--- src/rtl/crc_pkg.sv ---
// Shared types, field widths and constants of the capability relation checker.
package crc_pkg;

    localparam int unsigned FIELD_W     = 54;
    localparam int unsigned TAG_W       = 32;
    localparam int unsigned BITS_W      = 8;
    localparam int unsigned ADDR_W      = 64;
    localparam int unsigned MASK_W      = 8;
    localparam int unsigned TYPE_W      = 3;

    localparam int unsigned TAG_SHIFT_DEF   = 27;
    localparam int unsigned BLOCK_SHIFT_DEF = 12;

    localparam int unsigned TDATA_IN_W  = 408;
    localparam int unsigned TUSER_IN_W  = 2 * TYPE_W;
    localparam int unsigned TDATA_OUT_W = 8;

    localparam logic [MASK_W-1:0] PERM_MASK_RST = 8'd15;
    localparam logic [MASK_W-1:0] MODE_MASK_RST = 8'd3;

    typedef enum logic [0:0] {
        CFG_SOCKET_PERM = 1'b0,
        CFG_SOCKET_MODE = 1'b1
    } t_cfg_index;

    typedef enum logic [TYPE_W-1:0] {
        CAP_NONE    = 3'd0,
        CAP_TIME    = 3'd1,
        CAP_MEMORY  = 3'd2,
        CAP_PMP     = 3'd3,
        CAP_MONITOR = 3'd4,
        CAP_CHANNEL = 3'd5,
        CAP_SOCKET  = 3'd6,
        CAP_PATH    = 3'd7
    } t_cap_type;

    // Generic fields of one capability, low field in the lowest bits.
    typedef struct packed {
        logic [BITS_W-1:0]  bits;
        logic [TAG_W-1:0]   tag;
        logic [FIELD_W-1:0] high;
        logic [FIELD_W-1:0] mark;
        logic [FIELD_W-1:0] low;
    } t_cap_data;

    typedef struct packed {
        t_cap_type p_type;
        t_cap_type c_type;
        t_cap_data p;
        t_cap_data c;
    } t_pair;

    // Composed byte addresses of the parent and the decoded child PMP region.
    typedef struct packed {
        logic [ADDR_W-1:0] p_lo_addr;
        logic [ADDR_W-1:0] p_mk_addr;
        logic [ADDR_W-1:0] p_hi_addr;
        logic [ADDR_W-1:0] c_base;
        logic [ADDR_W-1:0] c_end;
    } t_addr_set;

    typedef struct packed {
        logic [MASK_W-1:0] perm_mask;
        logic [MASK_W-1:0] mode_mask;
    } t_sock_cfg;

    typedef struct packed {
        logic child_valid;
        logic derivable;
        logic revokable;
    } t_flags;

endpackage

--- src/rtl/crc_addr.sv ---
// Address stage: composes parent memory addresses and decodes the child NAPOT region.
module crc_addr #(
    parameter int unsigned TAG_SHIFT   = crc_pkg::TAG_SHIFT_DEF,
    parameter int unsigned BLOCK_SHIFT = crc_pkg::BLOCK_SHIFT_DEF
) (
    input  crc_pkg::t_pair     i_pair,
    output crc_pkg::t_addr_set o_addr
);
    import crc_pkg::*;

    logic [ADDR_W-1:0] napot_a;
    logic [ADDR_W-1:0] napot_a1;

    // Byte address of a block within a tagged region, wrapping at the address width.
    function automatic logic [ADDR_W-1:0] compose(input logic [TAG_W-1:0] tag,
                                                  input logic [FIELD_W-1:0] blk);
        logic [ADDR_W-1:0] tag_part;
        logic [ADDR_W-1:0] blk_part;
        tag_part = ADDR_W'(tag) << TAG_SHIFT;
        blk_part = ADDR_W'(blk) << BLOCK_SHIFT;
        return tag_part + blk_part;
    endfunction

    assign napot_a  = ADDR_W'(i_pair.c.low);
    assign napot_a1 = napot_a + ADDR_W'(1);

    always_comb begin
        o_addr.p_lo_addr = compose(i_pair.p.tag, i_pair.p.low);
        o_addr.p_mk_addr = compose(i_pair.p.tag, i_pair.p.mark);
        o_addr.p_hi_addr = compose(i_pair.p.tag, i_pair.p.high);
        // Trailing ones select the region size; the base keeps the bits above them.
        o_addr.c_base    = (napot_a1 & napot_a) << 2;
        o_addr.c_end     = ((napot_a1 | napot_a) + ADDR_W'(1)) << 2;
    end

endmodule

--- src/rtl/crc_rules.sv ---
// Rule stage: range, permission and per-type validity checks that yield the three flags.
module crc_rules (
    input  crc_pkg::t_pair     i_pair,
    input  crc_pkg::t_addr_set i_addr,
    input  crc_pkg::t_sock_cfg i_cfg,
    output crc_pkg::t_flags    o_flags
);
    import crc_pkg::*;

    logic same_tag;
    logic p_tag_zero;
    logic c_tag_zero;
    logic bits_sub;
    logic lo_in;
    logic mk_in;
    logic hi_in;
    logic sock_lo_in;
    logic sock_mk_in;
    logic pmp_rev_in;
    logic pmp_der_in;
    logic same_chan;
    logic valid_range;
    logic valid_pmp;
    logic valid_sock;
    logic valid_child;

    always_comb begin
        same_tag    = i_pair.p.tag == i_pair.c.tag;
        p_tag_zero  = i_pair.p.tag == '0;
        c_tag_zero  = i_pair.c.tag == '0;
        bits_sub    = (i_pair.c.bits & ~i_pair.p.bits) == '0;
        lo_in       = i_pair.p.low  <= i_pair.c.low;
        mk_in       = i_pair.p.mark <= i_pair.c.low;
        hi_in       = i_pair.c.high <= i_pair.p.high;
        // A socket covers the single channel at its low field.
        sock_lo_in  = lo_in && (i_pair.c.low < i_pair.p.high);
        sock_mk_in  = mk_in && (i_pair.c.low < i_pair.p.high);
        pmp_rev_in  = (i_addr.p_lo_addr <= i_addr.c_base) && (i_addr.c_end <= i_addr.p_hi_addr);
        pmp_der_in  = (i_addr.p_mk_addr <= i_addr.c_base) && (i_addr.c_end <= i_addr.p_hi_addr);
        same_chan   = i_pair.p.low == i_pair.c.low;
        valid_range = (i_pair.c.low == i_pair.c.mark) && (i_pair.c.low < i_pair.c.high);
        valid_pmp   = (i_pair.c.mark == '0) && (i_pair.c.high == '0);
        valid_sock  = ((i_pair.c.bits & ~i_cfg.perm_mask) == '0)
                   && ((i_pair.c.mark & ~FIELD_W'(i_cfg.mode_mask)) == '0);
    end

    always_comb begin
        o_flags.revokable   = 1'b0;
        o_flags.derivable   = 1'b0;
        o_flags.child_valid = valid_child;
        case (i_pair.p_type)
            CAP_TIME: begin
                o_flags.revokable = (i_pair.c_type == CAP_TIME) && same_tag && lo_in && hi_in;
                o_flags.derivable = (i_pair.c_type == CAP_TIME) && same_tag
                                 && (i_pair.p.mark == i_pair.c.low) && hi_in;
            end
            CAP_MONITOR: begin
                o_flags.revokable = (i_pair.c_type == CAP_MONITOR) && lo_in && hi_in;
                o_flags.derivable = (i_pair.c_type == CAP_MONITOR) && mk_in && hi_in;
            end
            CAP_MEMORY: begin
                if (i_pair.c_type == CAP_PMP) begin
                    o_flags.revokable = pmp_rev_in;
                    o_flags.derivable = pmp_der_in && bits_sub;
                end else begin
                    o_flags.revokable = (i_pair.c_type == CAP_MEMORY) && same_tag
                                     && lo_in && hi_in;
                    o_flags.derivable = (i_pair.c_type == CAP_MEMORY) && same_tag
                                     && mk_in && hi_in && bits_sub;
                end
            end
            CAP_CHANNEL: begin
                if (i_pair.c_type == CAP_SOCKET) begin
                    o_flags.revokable = sock_lo_in;
                    o_flags.derivable = c_tag_zero && sock_mk_in;
                end else begin
                    o_flags.revokable = (i_pair.c_type == CAP_CHANNEL) && lo_in && hi_in;
                    o_flags.derivable = (i_pair.c_type == CAP_CHANNEL) && mk_in && hi_in;
                end
            end
            CAP_SOCKET: begin
                // Revocation of a socket does not look at the child's type code.
                o_flags.revokable = p_tag_zero && !c_tag_zero && same_chan;
                o_flags.derivable = (i_pair.c_type == CAP_SOCKET) && same_chan && p_tag_zero
                                 && !c_tag_zero && (i_pair.p.mark == i_pair.c.mark)
                                 && (i_pair.p.bits == i_pair.c.bits);
            end
            default: begin
                o_flags.revokable = 1'b0;
                o_flags.derivable = 1'b0;
            end
        endcase
    end

    always_comb begin
        case (i_pair.c_type)
            CAP_TIME, CAP_MEMORY, CAP_MONITOR, CAP_CHANNEL: valid_child = valid_range;
            CAP_PMP:                                        valid_child = valid_pmp;
            CAP_SOCKET:                                     valid_child = valid_sock;
            default:                                        valid_child = 1'b0;
        endcase
    end

endmodule

--- src/rtl/capability_relation_check_top.sv ---
// Top level of the capability relation checker: handshake, pipeline registers and configuration.
// A pair passes the input, address and result registers in that order before its flags are shown.
// Throughput: one pair per cycle while m_axis_tready is high; the three register stages (input,
// address, result) each advance whenever the stage after them is empty or is being emptied.
// Reset (i_rst_n low at a clock edge) empties all stages and loads the socket masks with
// their defaults, permission 0x0F and mode 0x03.
module capability_relation_check_top #(
    parameter int unsigned TAG_SHIFT   = crc_pkg::TAG_SHIFT_DEF,
    parameter int unsigned BLOCK_SHIFT = crc_pkg::BLOCK_SHIFT_DEF
) (
    input  logic                             i_clk,
    input  logic                             i_rst_n,

    // Slave side: one parent/child pair per transfer.
    input  logic                             s_axis_tvalid,
    output logic                             s_axis_tready,
    // tdata from bit 0 up: parent_low, parent_mark, parent_high, parent_tag, parent_bits,
    // child_low, child_mark, child_high, child_tag, child_bits, zero fill.
    input  logic [crc_pkg::TDATA_IN_W-1:0]  s_axis_tdata,
    // tuser from bit 0 up: parent_type, child_type.
    input  logic [crc_pkg::TUSER_IN_W-1:0]  s_axis_tuser,

    // Master side: one set of flags per transfer.
    output logic                             m_axis_tvalid,
    input  logic                             m_axis_tready,
    // tdata from bit 0 up: revokable, derivable, child_valid, zero fill.
    output logic [crc_pkg::TDATA_OUT_W-1:0] m_axis_tdata,

    // Configuration writes; the user must give them only while the block is idle (not enforced).
    input  logic                             i_cfg_we,
    input  logic [0:0]                       i_cfg_idx,
    input  logic [crc_pkg::MASK_W-1:0]      i_cfg_data
);
    import crc_pkg::*;

    localparam int unsigned CAP_W = $bits(t_cap_data);

    // Stage registers and their valid bits.
    t_pair       r_in;
    logic        r_in_v;
    t_pair       r_mid_pair;
    t_addr_set   r_mid_addr;
    logic        r_mid_v;
    t_flags      r_out;
    logic        r_out_v;

    // Socket masks.
    t_sock_cfg   r_cfg;

    t_pair       n_in;
    t_addr_set   addr_set;
    t_flags      flags;
    logic        in_ready;
    logic        mid_ready;
    logic        out_ready;

    // A stage takes new contents when it is empty or its contents move on in the same cycle.
    assign out_ready     = !r_out_v || m_axis_tready;
    assign mid_ready     = !r_mid_v || out_ready;
    assign in_ready      = !r_in_v  || mid_ready;
    assign s_axis_tready = in_ready;

    always_comb begin
        n_in.p_type = t_cap_type'(s_axis_tuser[TYPE_W-1:0]);
        n_in.c_type = t_cap_type'(s_axis_tuser[2*TYPE_W-1:TYPE_W]);
        n_in.p      = t_cap_data'(s_axis_tdata[CAP_W-1:0]);
        n_in.c      = t_cap_data'(s_axis_tdata[2*CAP_W-1:CAP_W]);
    end

    crc_addr #(
        .TAG_SHIFT   (TAG_SHIFT),
        .BLOCK_SHIFT (BLOCK_SHIFT)
    ) u_addr (
        .i_pair (r_in),
        .o_addr (addr_set)
    );

    crc_rules u_rules (
        .i_pair  (r_mid_pair),
        .i_addr  (r_mid_addr),
        .i_cfg   (r_cfg),
        .o_flags (flags)
    );

    // Valid bits of the three stages.
    always_ff @(posedge i_clk) begin
        if (!i_rst_n) begin
            r_in_v  <= 1'b0;
            r_mid_v <= 1'b0;
            r_out_v <= 1'b0;
        end else begin
            if (in_ready) begin
                r_in_v <= s_axis_tvalid;
            end
            if (mid_ready) begin
                r_mid_v <= r_in_v;
            end
            if (out_ready) begin
                r_out_v <= r_mid_v;
            end
        end
    end

    // Payload of the stages; it needs no reset since the valid bits qualify it.
    always_ff @(posedge i_clk) begin
        if (in_ready && s_axis_tvalid) begin
            r_in <= n_in;
        end
        if (mid_ready && r_in_v) begin
            r_mid_pair <= r_in;
            r_mid_addr <= addr_set;
        end
        if (out_ready && r_mid_v) begin
            r_out <= flags;
        end
    end

    // Configuration registers; the user must write them only while no pair is in flight (not enforced).
    always_ff @(posedge i_clk) begin
        if (!i_rst_n) begin
            r_cfg.perm_mask <= PERM_MASK_RST;
            r_cfg.mode_mask <= MODE_MASK_RST;
        end else if (i_cfg_we) begin
            case (t_cfg_index'(i_cfg_idx))
                CFG_SOCKET_PERM: r_cfg.perm_mask <= i_cfg_data;
                CFG_SOCKET_MODE: r_cfg.mode_mask <= i_cfg_data;
                default: begin
                    r_cfg <= r_cfg;
                end
            endcase
        end
    end

    assign m_axis_tvalid = r_out_v;
    assign m_axis_tdata  = TDATA_OUT_W'(r_out);

endmodule

--- config.mk ---
export PLATFORM = sky130hd
export DESIGN_NAME = capability_relation_check_top
export DESIGN_NICKNAME = d
export VERILOG_FILES = /design/src/rtl/crc_pkg.sv /design/src/rtl/crc_addr.sv /design/src/rtl/crc_rules.sv /design/src/rtl/capability_relation_check_top.sv
export SDC_FILE = /design/constraint.sdc
export NUM_CORES = 2
export LEC_CHECK = 0
export ABC_AREA = 1
export BUFFER_PORTS_ARGS = -buffer_cell sky130_fd_sc_hd__buf_4
export CAP_MARGIN = 20
export CORE_ASPECT_RATIO = 1.5
export CORE_UTILIZATION = 40
export DETAILED_ROUTE_END_ITERATION = 8
export PLACE_DENSITY = 0.56
export SLEW_MARGIN = 5
export SYNTH_ARGS = -nofsm -noshare
export SYNTH_HDL_FRONTEND = slang
export SYNTH_SLANG_ARGS = --single-unit
--- constraint.sdc ---
create_clock -name i_clk -period 14 [get_ports i_clk]
set_input_delay 0.7 -clock i_clk [delete_from_list [all_inputs] [get_ports i_clk]]
set_output_delay 0.7 -clock i_clk [all_outputs]
set_load 0.03 [all_outputs]
==> metrics.txt <==
TritonCTS buffer count 106; minimum clock period 4.40 ns; PwrDens 121 nW/um^2; PortBufs 428; number of iterations in the first detailed-routing pass 7; Main synth FF type edfxtp_1; routed vias/inst 5.23; # clock sinks 1061; clk slew on worst S/H paths 0.07 ns; grt total ovfl 0; CTS tree done; Initial Util 40.3%; setup ws final 9.60 ns; antenna-violating nets left 0; nets 6505; DR vias 38800; worst flop-to-flop path startpoint r_in[365]$_DFFE_PP_; number of enable flip-flop cells after synthesis 1042; area added between synthesis and finish 16.7%; Post-CTS Hold Fix Bufs 0; Post-Syn Area 54300 um^2; Fmax 0.227 GHz; Layout Cells excl Fill 7410; GRT Total Usage 28.0%; Placer Congestion 1.01; Core Box Area 135000 um^2; initial antenna violation count 5; num rows 165; DR iter-0 viols 3082; final hold violations 0; top cells by area, synth edfxtp_1 (58%), ha_1 (12%), nand2_1 (6.7%); Hold Path Sink r_in[233]$_DFFE_PP_; YS warnings 0; CP Max Fanout 5; Post-Route WL 193000 um; fin util 47.1%; startpoint types flip-flop; die height 453 um; WP data required 14.51 ns; setup violators final 0; clk_lat worst skew 0.78 ns; CP arrival 4.91 ns; CP endpoint kind flip-flop; Seq/Total Area, Yosys 58.4%; Synth async-reset ratio 0%; max-slew violations 0; status finished, final reports clean; Yosys reg bits 1061; top cell type's share of synthesized area 57.7%; worst r2r path cells 14; slew margin rel. 28.5%; post-synthesis area per instance 10.8 um^2; Mapped Cells 5018; layout cells sized above 1 12.1%; Worst Hold Margin 0.0877 ns; Setup WS pre-CTS 9.53 ns; r2r setup slk 9.60 ns; CTS max path bufs 3; post-synth top area cell edfxtp_1; kind of critical path flip-flop to flip-flop; number of library cell types mapped by synthesis 54; vias in the first global route 37800; most frequent cells after synthesis edfxtp_1 (1042), nand2_1 (964), inv_1 (687), ha_1 (507), nor2_1 (506); setup TNS 0 ns; worst hold path startpoint s_axis_tdata[31]; Root Buffer clkbuf_16; cell count of the worst hold path 1; hpwl dp 158000 um; Final Skew 0.0476 ns; Placed Cells 7212; first-pass GRT wire length 266000 um; DR DRC count 0; Max-cap violations 0; post-CTS setup buffer count 0; worst vdd ir 105 uV; top-count cell post-synth edfxtp_1; r2r endpoint r_mid_addr[191]$_DFFE_PP_; Slew @ Worst Pin 1.06 ns; worst min path class input port to flip-flop; die width 303 um; largest net degree at the start of global routing 136; Tcrit/Tclk final 31.4%; number of H-tree levels 3; Avg WL per Cell 26.1 um; die area 137000 um^2; Leak Pwr 26.6 nW; Top-Level Pins 438; RSZ-0062 raised after global routing false; post-CTS resize count 0
## state kept, by name, indices dropped and copies added (netlist names)
register,cells
r_mid_v,1
m_axis_tdata,3
r_in,410
r_mid_pair,410
r_in_v,1
m_axis_tvalid,1
r_mid_addr,219
r_cfg,16
## per-layer routing
| layer | GRT usage [%] | vias to the layer above | wire [um] |
|---|---|---|---|
| met3 | 3.13 | 317 | 9090 |
| met2 | 48.4 | 1215 | 96000 |
| met1 | 33.2 | 18700 | 75500 |
| met5 | 0 | - | 13 |
| met4 | 16.9 | 2 | 12600 |
| li1 | - | 18500 | - |
## cells by family (layout without fill, tap and decap cells)
family / count (synthesis) / after routing / share of synthesized area [%]
flip-flops: 1061 / 1061 / 58.4
other: 1 / 6 / 0.00691
XOR/XNOR: 199 / 199 / 3.21
adder cells (fa/ha/maj): 510 / 510 / 11.8
buffers and inverters: 702 / 1336 / 4.90
AND/OR/NAND/NOR: 1927 / 1927 / 15.3
AO/OA/AOI/OAI: 618 / 618 / 6.39
## worst max-delay path, stage by stage (launching register included)
cell	delay, ns
edfxtp_1	0.88
inv_1	0.48
fa_1	0.59
inv_1	0.20
nand3_1	0.09
nand2_1	0.11
a21boi_0	0.15
o21ai_0	0.47
a21boi_0	0.31
o21ai_0	0.45
nand2_1	0.09
nand2_1	0.14
nand2_1	0.06
nand2_1	0.06
nand2_1	0.05
## power breakdown
part / internal (W) / total (W) / switching, W
combinational: 0.000311 / 0.000833 / 0.000522
clock: 0.00164 / 0.00294 / 0.00130
sequential: 0.00370 / 0.00388 / 0.000180
## how the worst max path moves through the flow
stage	end	startpoint	slack (ns)
2_1_floorplan	r_mid_addr[100]$_DFFE_PP_	m_axis_tready	3.08
3_3_place_gp	r_in[350]$_DFFE_PP_	m_axis_tready	9.64
3_5_place_dp	r_in[350]$_DFFE_PP_	m_axis_tready	9.53
4_1_cts	r_mid_addr[191]$_DFFE_PP_	r_in[365]$_DFFE_PP_	9.68
5_1_grt	r_mid_addr[191]$_DFFE_PP_	r_in[365]$_DFFE_PP_	9.49
6_report	r_mid_addr[191]$_DFFE_PP_	r_in[365]$_DFFE_PP_	9.60
## metrics by stage
| step | cell area, um^2 | power, W |
|---|---|---|
| 2_1_floorplan | 54300 | 0.00439 |
| 3_3_place_gp | 59800 | 0.00477 |
| 3_5_place_dp | 59800 | 0.00478 |
| 4_1_cts | 63300 | 0.00773 |
| 5_1_grt | 63300 | 0.00792 |
| 6_report | 63300 | 0.00765 |
## cell type report
cell class	instances	area, um^2
antenna	1	2.50
clock buffer	127	2780
clock inverter	70	779
fill	12600	71300
inverter	695	2620
multi-input combinational	3259	19900
sequential	1061	31700
tap	1753	2190
timing repair buffer	444	3350
## cells in the final DEF, fill, tap and decap left out, types with 11 or more instances in the layout
cell / n
nand2_2: 16
nor4_1: 57
nor2_1: 506
o21a_1: 19
dfxtp_1: 19
clkbuf_1: 17
a31oi_1: 29
inv_1: 685
nand3b_1: 12
xor2_1: 92
nor3_1: 60
a21o_1: 19
o21bai_1: 18
clkinv_1: 15
nand4_1: 107
nand2_1: 964
buf_4: 443
clkinv_2: 14
o22ai_1: 34
clkbuf_16: 107
ha_1: 507
nor2_2: 12
a21oi_1: 309
clkinvlp_4: 11
a21boi_0: 12
edfxtp_1: 1042
o21ai_0: 136
bufinv_16: 11
o211ai_1: 16
xnor2_1: 107
nand3_1: 144
No activity file was read; power rests on OpenSTA's default activity.
